<file path="config.mk">
export PLATFORM = sky130hd
export DESIGN_NAME = lrf_line_walker
export DESIGN_NICKNAME = d
export VERILOG_FILES = /design/src/hw/rtl/line_raster_framebuffer_assert.svh /design/src/hw/rtl/lrf_pkg.sv /design/src/hw/rtl/lrf_line_walker.sv
export SDC_FILE = /design/constraint.sdc
export NUM_CORES = 1
export LEC_CHECK = 0
export BUFFER_PORTS_ARGS = -buffer_cell sky130_fd_sc_hd__buf_4
export CAP_MARGIN = 20
export CORE_MARGIN = 5
export CORE_UTILIZATION = 45
export DETAILED_ROUTE_END_ITERATION = 10
export PLACE_DENSITY = 0.69
export SLEW_MARGIN = 20
export SYNTH_ARGS = -nofsm -noshare
export SYNTH_HDL_FRONTEND = slang
export SYNTH_SLANG_ARGS = --single-unit
export TNS_END_PERCENT = 30
</file>
<file path="constraint.sdc">
create_clock -name aclk -period 5.6 [get_ports aclk]
set_input_delay 0.28 -clock aclk [delete_from_list [all_inputs] [get_ports aclk]]
set_output_delay 0.28 -clock aclk [all_outputs]
set_load 0.03 [all_outputs]
</file>
<file path="src/hw/rtl/line_raster_framebuffer_assert.svh">
// ----------------------------------------------------------------------------
// Assertion macros for the line raster framebuffer
// Clocked on aclk, disabled while aresetn is low.
// ----------------------------------------------------------------------------
`ifndef LINE_RASTER_FRAMEBUFFER_ASSERT_SVH
`define LINE_RASTER_FRAMEBUFFER_ASSERT_SVH

// same-cycle implication
`define LRF_ASSERT_NOW(lbl, ante, cons, msg) \
    lbl: assert property (@(posedge aclk) disable iff (!aresetn) (ante) |-> (cons)) \
        else $error(msg);

// next-cycle implication
`define LRF_ASSERT_NEXT(lbl, ante, cons, msg) \
    lbl: assert property (@(posedge aclk) disable iff (!aresetn) (ante) |=> (cons)) \
        else $error(msg);

`endif

</file>
<file path="src/hw/rtl/lrf_pkg.sv">
// ----------------------------------------------------------------------------
// lrf_pkg
// Shared types and constants of the line raster framebuffer.
// ----------------------------------------------------------------------------
package lrf_pkg;

    localparam int FB_BYTES_DEF  = 32768;
    localparam int ROW_BYTES_DEF = 90;

    localparam int LOC_W      = 17;   // byte location, wide enough for any legal geometry
    localparam int XW         = 10;   // clamped x
    localparam int YW         = 9;    // clamped y
    localparam int CNT_W      = 11;
    localparam int BANK_SHIFT = 13;
    localparam int MAX_X      = 719;
    localparam int MAX_Y      = 347;

    typedef enum logic [1:0] {
        OP_XOR,
        OP_SET,
        OP_CLR
    } lrf_op_e;

    // one framebuffer access request
    typedef struct packed {
        logic             valid;
        logic             wr;     // read-modify-write; 0 = plain read
        logic [LOC_W-1:0] addr;
        logic [7:0]       mask;
    } lrf_req_t;

    typedef struct packed {
        logic       clearing;
        logic [7:0] rd_value;
    } lrf_mem_stat_t;

    typedef struct packed {
        logic             busy;
        logic [CNT_W-1:0] count;
    } lrf_walk_stat_t;

endpackage

</file>
<file path="src/hw/rtl/lrf_line_walker.sv">
// ----------------------------------------------------------------------------
// lrf_line_walker
// Bresenham stepper: setup states W_DIFF and W_SETUP, then one pixel request per cycle.
// ----------------------------------------------------------------------------
module lrf_line_walker #(
    parameter int FB_BYTES  = lrf_pkg::FB_BYTES_DEF,
    parameter int ROW_BYTES = lrf_pkg::ROW_BYTES_DEF
) (
    input  logic                    aclk,
    input  logic                    aresetn,
    input  logic                    start,
    input  logic [lrf_pkg::XW-1:0]  x1,
    input  logic [lrf_pkg::YW-1:0]  y1,
    input  logic [lrf_pkg::XW-1:0]  x2,
    input  logic [lrf_pkg::YW-1:0]  y2,
    output lrf_pkg::lrf_req_t       req,
    output lrf_pkg::lrf_walk_stat_t stat
);

    localparam int CW = lrf_pkg::XW;   // major/minor coordinate width
    localparam int DW = CW + 3;        // error term, signed
    localparam int LW = lrf_pkg::LOC_W;

    typedef enum logic [1:0] {
        W_IDLE,
        W_DIFF,
        W_SETUP,
        W_RUN
    } wstate_t;

    wstate_t                 wstate_reg;
    logic [CW-1:0]           x1_reg, y1_reg, x2_reg, y2_reg;
    logic [CW-1:0]           adx_reg, ady_reg;
    logic                    negx_reg, negy_reg;
    logic                    xmaj_reg, step_neg_reg;
    logic [CW-1:0]           maj_reg, min_reg, end_reg;
    logic signed [DW-1:0]    d_reg, inc_a_reg, inc_b_reg;
    logic [lrf_pkg::CNT_W-1:0] count_reg;

    logic signed [CW:0]      ddx, ddy;
    logic                    xmaj;
    logic [CW-1:0]           amaj, amin;
    logic [CW-1:0]           px, py;
    logic [LW-1:0]           loc;

    assign ddx  = $signed({1'b0, x2_reg}) - $signed({1'b0, x1_reg});
    assign ddy  = $signed({1'b0, y2_reg}) - $signed({1'b0, y1_reg});
    assign xmaj = ady_reg <= adx_reg;
    assign amaj = xmaj ? adx_reg : ady_reg;
    assign amin = xmaj ? ady_reg : adx_reg;

    assign px  = xmaj_reg ? maj_reg : min_reg;
    assign py  = xmaj_reg ? min_reg : maj_reg;
    assign loc = (LW'(py[1:0]) << lrf_pkg::BANK_SHIFT)
               + LW'(ROW_BYTES) * LW'(py[CW-1:2]) + LW'(px[CW-1:3]);

    assign req.valid = wstate_reg == W_RUN;
    assign req.wr    = loc < LW'(FB_BYTES);
    assign req.addr  = loc;
    assign req.mask  = 8'h80 >> px[2:0];

    assign stat.busy  = wstate_reg != W_IDLE;
    assign stat.count = count_reg;

    always_ff @(posedge aclk) begin
        if (!aresetn) begin
            wstate_reg <= W_IDLE;
        end else begin
            unique case (wstate_reg)
                W_IDLE: begin
                    if (start) begin
                        x1_reg     <= x1;
                        y1_reg     <= CW'(y1);
                        x2_reg     <= x2;
                        y2_reg     <= CW'(y2);
                        count_reg  <= '0;
                        wstate_reg <= W_DIFF;
                    end
                end
                W_DIFF: begin
                    negx_reg   <= ddx[CW];
                    negy_reg   <= ddy[CW];
                    adx_reg    <= ddx[CW] ? CW'(-ddx) : CW'(ddx);
                    ady_reg    <= ddy[CW] ? CW'(-ddy) : CW'(ddy);
                    wstate_reg <= W_SETUP;
                end
                W_SETUP: begin
                    xmaj_reg     <= xmaj;
                    step_neg_reg <= negx_reg ^ negy_reg;
                    if (xmaj ? negx_reg : negy_reg) begin
                        maj_reg <= xmaj ? x2_reg : y2_reg;
                        min_reg <= xmaj ? y2_reg : x2_reg;
                        end_reg <= xmaj ? x1_reg : y1_reg;
                    end else begin
                        maj_reg <= xmaj ? x1_reg : y1_reg;
                        min_reg <= xmaj ? y1_reg : x1_reg;
                        end_reg <= xmaj ? x2_reg : y2_reg;
                    end
                    d_reg      <= (DW'(amin) <<< 1) - DW'(amaj);
                    inc_a_reg  <= DW'(amin) <<< 1;
                    inc_b_reg  <= (DW'(amin) <<< 1) - (DW'(amaj) <<< 1);
                    wstate_reg <= W_RUN;
                end
                W_RUN: begin
                    count_reg <= count_reg + 1'b1;
                    if (maj_reg == end_reg) begin
                        wstate_reg <= W_IDLE;
                    end else begin
                        maj_reg <= maj_reg + 1'b1;
                        if (d_reg[DW-1]) begin
                            d_reg <= d_reg + inc_a_reg;
                        end else begin
                            min_reg <= step_neg_reg ? min_reg - 1'b1 : min_reg + 1'b1;
                            d_reg   <= d_reg + inc_b_reg;
                        end
                    end
                end
                default: wstate_reg <= W_IDLE;
            endcase
        end
    end

endmodule

</file>
; After elaboration in Yosys (flattened, before gate mapping)
; Index checks and enable logic that the tools add are counted.
; W data, S select, Z words.
[classes]
bitwise_logic = 1
add_sub_neg = 14
eq_ne = 8
shifts = 1
reduce_logical = 11
order_cmp = 2
multipliers = 1
n_mux = 28
div = 0
[op_table]
columns = op, n
row1 = $mux W10, 17
row2 = $pmux W10 S2, 2
row3 = $mux W13, 2
row4 = $pmux W13 S2, 1
row5 = $pmux W11 S2, 1
row6 = $add A10 B1 Y10 const B, 2
row7 = $neg A10 Y10, 2
row8 = $add A16 B7 Y17, 1
row9 = $lt A17 B16 Y1 const B, 1
row10 = $add A15 B15 Y16, 1
row11 = $mul A6 B8 Y14 const A, 1
row12 = $add A13 B12 Y13, 1
row13 = $add A13 B13 Y13, 1
row14 = $sub A11 B10 Y12, 1
row15 = $sub A11 B11 Y12, 1
row16 = $add A11 B1 Y11 const B, 1
row17 = $mux W11, 1
row18 = $sub A10 B10 Y11, 1
row19 = $eq A10 B10 Y1, 1
row20 = $le A10 B10 Y1, 1
row21 = $sub A10 B1 Y10 const B, 1
row22 = $sub A9 B9 Y10, 1
row23 = $reduce_and A3 Y1, 3
row24 = $pmux W2 S4, 1
row25 = 12 further kinds, 20
[word_totals]
output_inout_bits = 39
romBits = 0
mem_count = 0
register_bits = 141
latch_bits = 0
ramBits = 0
word_cells = 84

; Longest topological paths before layout
; Gate-level depths: netlist of run 1.
[depth]
word_depth = 5
mapped_depth = 23
depth_no_buf = 21

; Worst setup path after synthesis of run 1
; OpenSTA, ideal clock, no wires.
[synth_timing]
path_type = register to output
from = reg xmaj_reg
to = out req[25] (netlist name)
path_buffers = 2
setup_slack_ns = 0.200
required_time_ns = 5.320
path_stages_with_launch = 21
t_arrival_ns = 5.120
path_cell_list = edfxtp_1 clkbuf_1 buf_1 mux2i_1 inv_1 ha_1 xor2_1 ha_1 fa_1 ha_1 a21oi_1 nor2b_1 o31a_1 o21a_1 o21ai_0 nand2b_1 a21oi_1 xnor2_1 ha_1 a21o_1 a31oi_1
[synth_rtl]
columns = element, line_no
row1 = "start, declared", lrf_line_walker.sv:35  ; logic xmaj_reg, step_neg_reg;
row2 = "start signal, assigned", lrf_line_walker.sv:88  ; xmaj_reg <= xmaj;
row3 = "end, declared", lrf_line_walker.sv:16  ; output lrf_pkg::lrf_req_t req,

==> reports/qor.csv, run 1 <==
stage,metric,value,unit
hold_path,worstHoldStart,x1[7],
timing,fmax,186,MHz
global_route,overflow,0,
logic_synthesis,synth_top_cells_by_count,"edfxtp_1, nand2_1, ha_1",
logic_synthesis,synthCells,1092,
clock_tree,insertion_delay,0.43,ns
timing,finClkSkew,0.0113,ns
critical_path,r2r-end,d_reg[10]$_DFFE_PP_,
die,die_h,165,um
logic_synthesis,ys_seq_elements,138,
critical_path,cp.required,5.32,ns
die,initial_core_util,0.458,
logic_synthesis,yosysMostFrequentCell,edfxtp_1,
die,row_count,56,
critical_path,critPathCaptureType,primary output,
timing,min_period_over_period,0.962,
placed_design,gp_congestion,0.880,
pwr,p_leak,5.11,nW
routing,wirelength,23.5,mm
logic_synthesis,ys.warnings.count,0,
logic_synthesis,synthesis.nets,1248,
logic_synthesis,yosysSeqAreaShare,0.384,
critical_path,reg2regPathDepth,19,
logic_synthesis,netlist_area,10700,um2
logic_synthesis,synth_area_per_cell,9.84,um2
timing,hold_slack,0.0264,ns
logic_synthesis,ys_types,67,
routing,ant_nets,0,
layout,drive_above_1_share,0.140,
global_route,grt_pass1_wl,38.7,mm
layout,layout.nets,1323,
layout,diodes,0,
layout,largest_reg_flops,12,
placed_design,dp.cells,1463,
routing,drc,0,
timing,worst_pin_slew,0.956,ns
critical_path,r2r-start,ady_reg[7]$_DFFE_PP_,
status,status,"complete, no violations",
logic_synthesis,yosys.area.top_type,edfxtp_1,
placed_design,place.detailed.hpwl,18.2,mm
pwr,pwr_density_cell,662,nW/um2
die,die_area,27100,um2
logic_synthesis,synthTopCellsByArea,"edfxtp_1, ha_1, xnor2_1",
pwr,ir_worst_vdd,0.773,mV
logic_synthesis,synth.top_cell.area_share,0.380,
timing,timing.final.setup_violations,0,
layout,post-route-util,0.525,
timing,hold_viol,0,
placed_design,io_buffers,78,
die,core_area,23500,um2
pwr,finalPower,0.00816,W
timing,fin_ws,0.212,ns
timing,final-max-slew-violation-count,0,
die,io_pins,80,
critical_path,cp_max_fo,17,
clock_tree,hold_buffers,0,
layout,final_cells,1497,
critical_path,critPathArrivalTime,5.11,ns
routing,wire_per_inst,15.7,um
clock_tree,cts_tree,built,
layout,nFillCells,2102,
timing,relSlewSlack,0.363,
timing,min_period,5.39,ns
layout,syn_to_final_growth,14.7,%
global_route,grt_max_degree,44,
global_route,grt_pass1_vias,7717,
clock_tree,path_clk_slew,0.06,ns
hold_path,hp-class,input pin to flop,
logic_synthesis,synthArstFlopShare,0,
clock_tree,clock_path_buffers,2,
global_route,antenna_found_initial,0,
clock_tree,root_buffer,clkbuf_16,
critical_path,crit_type,flop to primary output,
hold_path,hold_end,x1_reg[7]$_DFFE_PP_,
hold_path,whs_path_depth,1,
die,die_w,165,um
routing,drtIter0Drc,559,
clock_tree,cts_buffers,17,
placed_design,pre_cts_slack,0.429,ns
routing,route.vias.total,7888,
timing,rsz0062_at_grt,yes,
routing,vias_per_cell,5.27,
routing,firstDrtPassIters,5,
critical_path,r2r_slack,1.02,ns
clock_tree,clock_sinks,138,
global_route,grt_usage,0.179,
logic_synthesis,synth_edf_count,136,
critical_path,cp-start-kind,flop,
logic_synthesis,synthFlopType,edfxtp_1,
job,max_cap_violations,0,
clock_tree,htree_levels,4,
## per-layer routing
layer	track usage	vias to the layer above	wire length [um]
li1	-	4041	-
met1	0.247	3648	11200
met2	0.295	168	10900
met3	0.0277	31	1000
met4	0.0488	0	375
met5	0	-	0
## power by group
group	internal [W]	leakage [nW]	switching [W]
clock	0.000645	0.262	0.000440
sequential	0.00153	1.26	0.000167
combinational	0.00222	3.58	0.00316
## logic make-up after synthesis
| family | after synthesis | synth area share |
|---|---|---|
| and+or+nand+nor | 283 | 0.127 |
| muxes | 63 | 0.0612 |
| adders and majority gates | 115 | 0.144 |
| xor gates and xnor gates | 103 | 0.0839 |
| other | 1 | 0.000349 |
| AOI/OAI and AO/OA | 258 | 0.152 |
| DFF | 138 | 0.384 |
| buffers and inverters | 131 | 0.0475 |
## metrics by stage
| stage | TNS (ns) | area (um2) |
|---|---|---|
| after global routing | -0.0141 | 12300 |
| after CTS | 0 | 12200 |
| after floorplan | 0 | 10700 |
| after detailed placement | 0 | 11700 |
| final | 0 | 12300 |
| after global placement | 0 | 11700 |
## critical path: stages (launching register included)
cell	delay, ns
edfxtp_1	0.41
buf_12	0.18
mux2_4	0.33
ha_1	0.34
ha_1	0.28
inv_1	0.04
fa_1	0.50
inv_1	0.05
ha_1	0.28
a21o_1	0.19
a21oi_2	0.16
nor2b_1	0.07
o31a_1	0.25
o21a_1	0.19
o21ai_0	0.14
nand2b_1	0.07
a21oi_1	0.18
xnor2_1	0.15
ha_1	0.29
a21o_1	0.18
a31o_2	0.21
buf_4	0.16
## timing repair
action / in CTS / in global routing
pin swaps: 0 / 2
setup buffers: 0 / 4
endpoints found under the setup margin: 1 / 4
gates resized for setup: 1 / 16
## cells in the final DEF (no fill, tap or decap), types with 27 or more instances in the layout
master,instances
edfxtp_1,136
nand2_1,103
ha_1,97
inv_1,94
buf_4,91
a21oi_1,90
xnor2_1,72
nor2_1,60
o21ai_0,50
mux2i_1,38
xor2_1,31
nor2b_1,27
## worst max path at each step
stage | startpoint | end | slack, ns | cells after the start
CTS | xmaj_reg$_DFFE_PP_ | req[22] | 0.01 | 20
global route | xmaj_reg$_DFFE_PP_ | req[23] | -0.01 | 21
finish | xmaj_reg$_DFFE_PP_ | req[23] | 0.21 | 21
detailed placement | xmaj_reg$_DFFE_PP_ | req[22] | 0.43 | 20
floorplan | xmaj_reg$_DFFE_PP_ | req[25] | 0.20 | 20
global placement | xmaj_reg$_DFFE_PP_ | req[23] | 0.54 | 21
## layout make-up
type / count / area [um2] / share of cell area
Timing Repair Buffer: 92 / 703 / 0.0570
Clock inverter: 13 / 130 / 0.0106
Sequential cell: 138 / 4120 / 0.335
Tap cell: 319 / 399 / 0.0324
Multi-Input combinational cell: 823 / 6190 / 0.502
Clock buffer: 17 / 425 / 0.0345
Inverter: 95 / 357 / 0.0289
Note: power is estimated with default switching activity, not from simulation.
==> run 2: changes to the inputs <==
==> constraint.sdc (replaced) <==
create_clock -name aclk -period 6.8 [get_ports aclk]
set_input_delay 0.34 -clock aclk [delete_from_list [all_inputs] [get_ports aclk]]
set_output_delay 0.34 -clock aclk [all_outputs]
set_load 0.03 [all_outputs]
==> run 2 against run 1 <==
Non-clock buffer count shrank 8. Global-route usage rose by 0.22 points. Clock power shrank 17%. Power decreased by 18%. Final area is 0.92% lower. Critical path depth decreased by 1.
==> reports/qor.csv, run 2 (same netlist as run 1, synthesis figures left out) <==
stage,metric,value,unit,change
die,row_count,56,,unchanged
pwr,switching_share,0.467,,+0.00514
layout,layout_common_cells,"edfxtp_1, nand2_1, ha_1",,
routing,route.vias.total,7986,,+1.2%
placed_design,place.detailed.hpwl,18.3,mm,+0.65%
timing,finClkSkew,0.0122,ns,+0.000962 ns
clock_tree,cts_tree,built,,
placed_design,gp_congestion,0.884,,+0.48%
routing,wire_per_inst,16.0,um,+1.6%
critical_path,critPathCaptureType,primary output,,
timing,min_period,6.21,ns,
status,status,"complete, no violations",,
timing,hold_viol,0,,unchanged
layout,multi_input_comb_area,6120,um2,-1.1%
clock_tree,ctsResizeCount,0,,-1
pwr,internal_power,0.00355,W,-19%
layout,regArea,4120,um2,unchanged
clock_tree,hold_buffers,0,,unchanged
critical_path,cp-start-kind,flop,,
global_route,grt_pass1_wl,39.1,mm,+1.0%
timing,timing.final.setup_violations,0,,unchanged
global_route,overflow,0,,unchanged
routing,ant_nets,0,,unchanged
timing,fin_tns_setup,0,ns,unchanged
clock_tree,cts_buffers,17,,unchanged
layout,layout.nets,1315,,-0.60%
routing,wirelength,23.8,mm,+1.2%
pwr,finalPower,0.00666,W,-18%
pwr,p_leak,5.08,nW,-0.61%
timing,fmax,161,MHz,
pwr,pwr-share-comb,0.652,,-0.007
layout,diodes,0,,unchanged
clock_tree,insertion_delay,0.43,ns,about the same
die,die_area,27100,um2,unchanged
die,die_w,165,um,unchanged
clock_tree,path_clk_slew,0.07,ns,about the same
global_route,antenna_found_initial,0,,unchanged
clock_tree,clock_sinks,138,,unchanged
layout,nFillCells,2096,,-0.29%
critical_path,path_cells,mux2_2 -> ha_1 -> ha_1 -> inv_1 -> fa_1 -> inv_1 -> ha_1 -> a21o_1 -> a21oi_1 -> nor2b_1 -> o31a_1 -> o21a_1 -> o21ai_0 -> nand2b_1 -> a21oi_1 -> xnor2_1 -> ha_1 -> a21o_1 -> a31o_2 -> buf_4,,
layout,final_area,12200,um2,-0.92%
clock_tree,root_buffer,clkbuf_16,,
layout,post-route-util,0.520,,-0.00485
global_route,grt_max_degree,61,,+39%
layout,final_common_cell,edfxtp_1,,
routing,drtIter0Drc,562,,+0.54%
timing,relSlewSlack,0.271,,-0.0919
pwr,p_seq_frac,0.211,,+0.003
pwr,ir_worst_vdd,0.584,mV,-24%
pwr,netSwitchingPower,0.00311,W,-17%
critical_path,crit_type,flop to primary output,,
clock_tree,htree_levels,4,,unchanged
timing,fin_ws,0.592,ns,+0.381 ns
die,initial_core_util,0.458,,unchanged
clock_tree,clock_path_buffers,2,,unchanged
placed_design,pre_cts_slack,1.07,ns,+0.640 ns
placed_design,io_buffers,78,,unchanged
timing,min_period_over_period,0.913,,
pwr,clock_power_share,0.137,,+0.004
die,io_pins,80,,unchanged
routing,drc,0,,unchanged
critical_path,cpPeakStageDelay,1.05,ns,+0.55 ns
layout,largest_reg_flops,12,,unchanged
critical_path,cp_max_fo,29,,+12
job,max_cap_violations,0,,unchanged
clock_tree,cts_setup_buffers,0,,unchanged
timing,final-max-slew-violation-count,0,,unchanged
routing,firstDrtPassIters,5,,unchanged
pwr,pwr_density_cell,545,nW/um2,-18%
timing,worst_pin_slew,1.09,ns,+0.138 ns
layout,syn_to_final_growth,13.6,%,
layout,drive_above_1_share,0.131,,-0.00867
global_route,grt_usage,0.181,,+0.00223
critical_path,cp.required,6.46,ns,+1.14 ns
global_route,grt_pass1_vias,7968,,+3.3%
hold_path,hp-class,input pin to flop,,
routing,vias_per_cell,5.36,,+1.6%
timing,rsz0062_at_grt,no,,
placed_design,place_area,11600,um2,-0.26%
die,core_area,23500,um2,unchanged
critical_path,critPathArrivalTime,5.87,ns,+0.76 ns
critical_path,cp_common_cell,ha_1,,
critical_path,crit_path_top_delay_cell,edfxtp_1,,
die,die_h,165,um,unchanged
[run 2: worst paths after layout]
check / from / end / slack (ns) / depth (start not counted)
worst max-delay path: xmaj_reg$_DFFE_PP_ / req[23] / 0.59 / 20
worst min-delay path: x2[8] / x2_reg[8]$_DFFE_PP_ / 0.08 / 1
worst max register to register: ady_reg[7]$_DFFE_PP_ / d_reg[10]$_DFFE_PP_ / 2.21 / 18
worst min register to register: wstate_reg[0]$_SDFFE_PN0P_ / wstate_reg[0]$_SDFFE_PN0P_ / 0.54 / 2
[run 2: metal layers]
layer | up-vias | track usage | wire length (um)
li1 | 4024 | - | -
met1 | 3752 | 0.241 | 11100
met2 | 176 | 0.301 | 11300
met3 | 34 | 0.0324 | 997
met4 | 0 | 0.0586 | 484
met5 | - | 0 | 0
[run 2: area by class of cell]
| class | instances | share of cell area |
|---|---|---|
| clock buffer | 17 | 0.0348 |
| inverter | 95 | 0.0292 |
| tap | 319 | 0.0327 |
| multi-input combinational | 823 | 0.501 |
| clock inverter | 15 | 0.0127 |
| timing repair buffer | 84 | 0.0516 |
| sequential | 138 | 0.338 |
[run 2: stage by stage]
step           std cells  hold slack [ns]
2_1_floorplan       1092            0.439
3_3_place_gp        1459            0.518
3_5_place_dp        1459            0.519
4_1_cts             1491           0.0622
5_1_grt             1491           0.0622
6_report            1491           0.0769
[run 2: power groups by stage]
stage / Sequential, W / Combinational, W / Clock [W]
2_1_floorplan: 0.00137 / 0.00328 / 0
3_3_place_gp: 0.00141 / 0.00429 / 0
3_5_place_dp: 0.00142 / 0.00435 / 0
4_1_cts: 0.00140 / 0.00438 / 0.000927
5_1_grt: 0.00143 / 0.00483 / 0.000968
6_report: 0.00140 / 0.00434 / 0.000910
[run 2: critical path, delay by kind of cell (launching register included)]
kind,cells,cell delay (ns)
AOI/OAI and AO/OA,8,1.56
xor gates and xnor gates,1,0.16
buffers and inverters,3,0.27
and+or+nand+nor,2,0.16
adders and majority gates,5,1.78
muxes,1,0.47
DFF,1,1.05
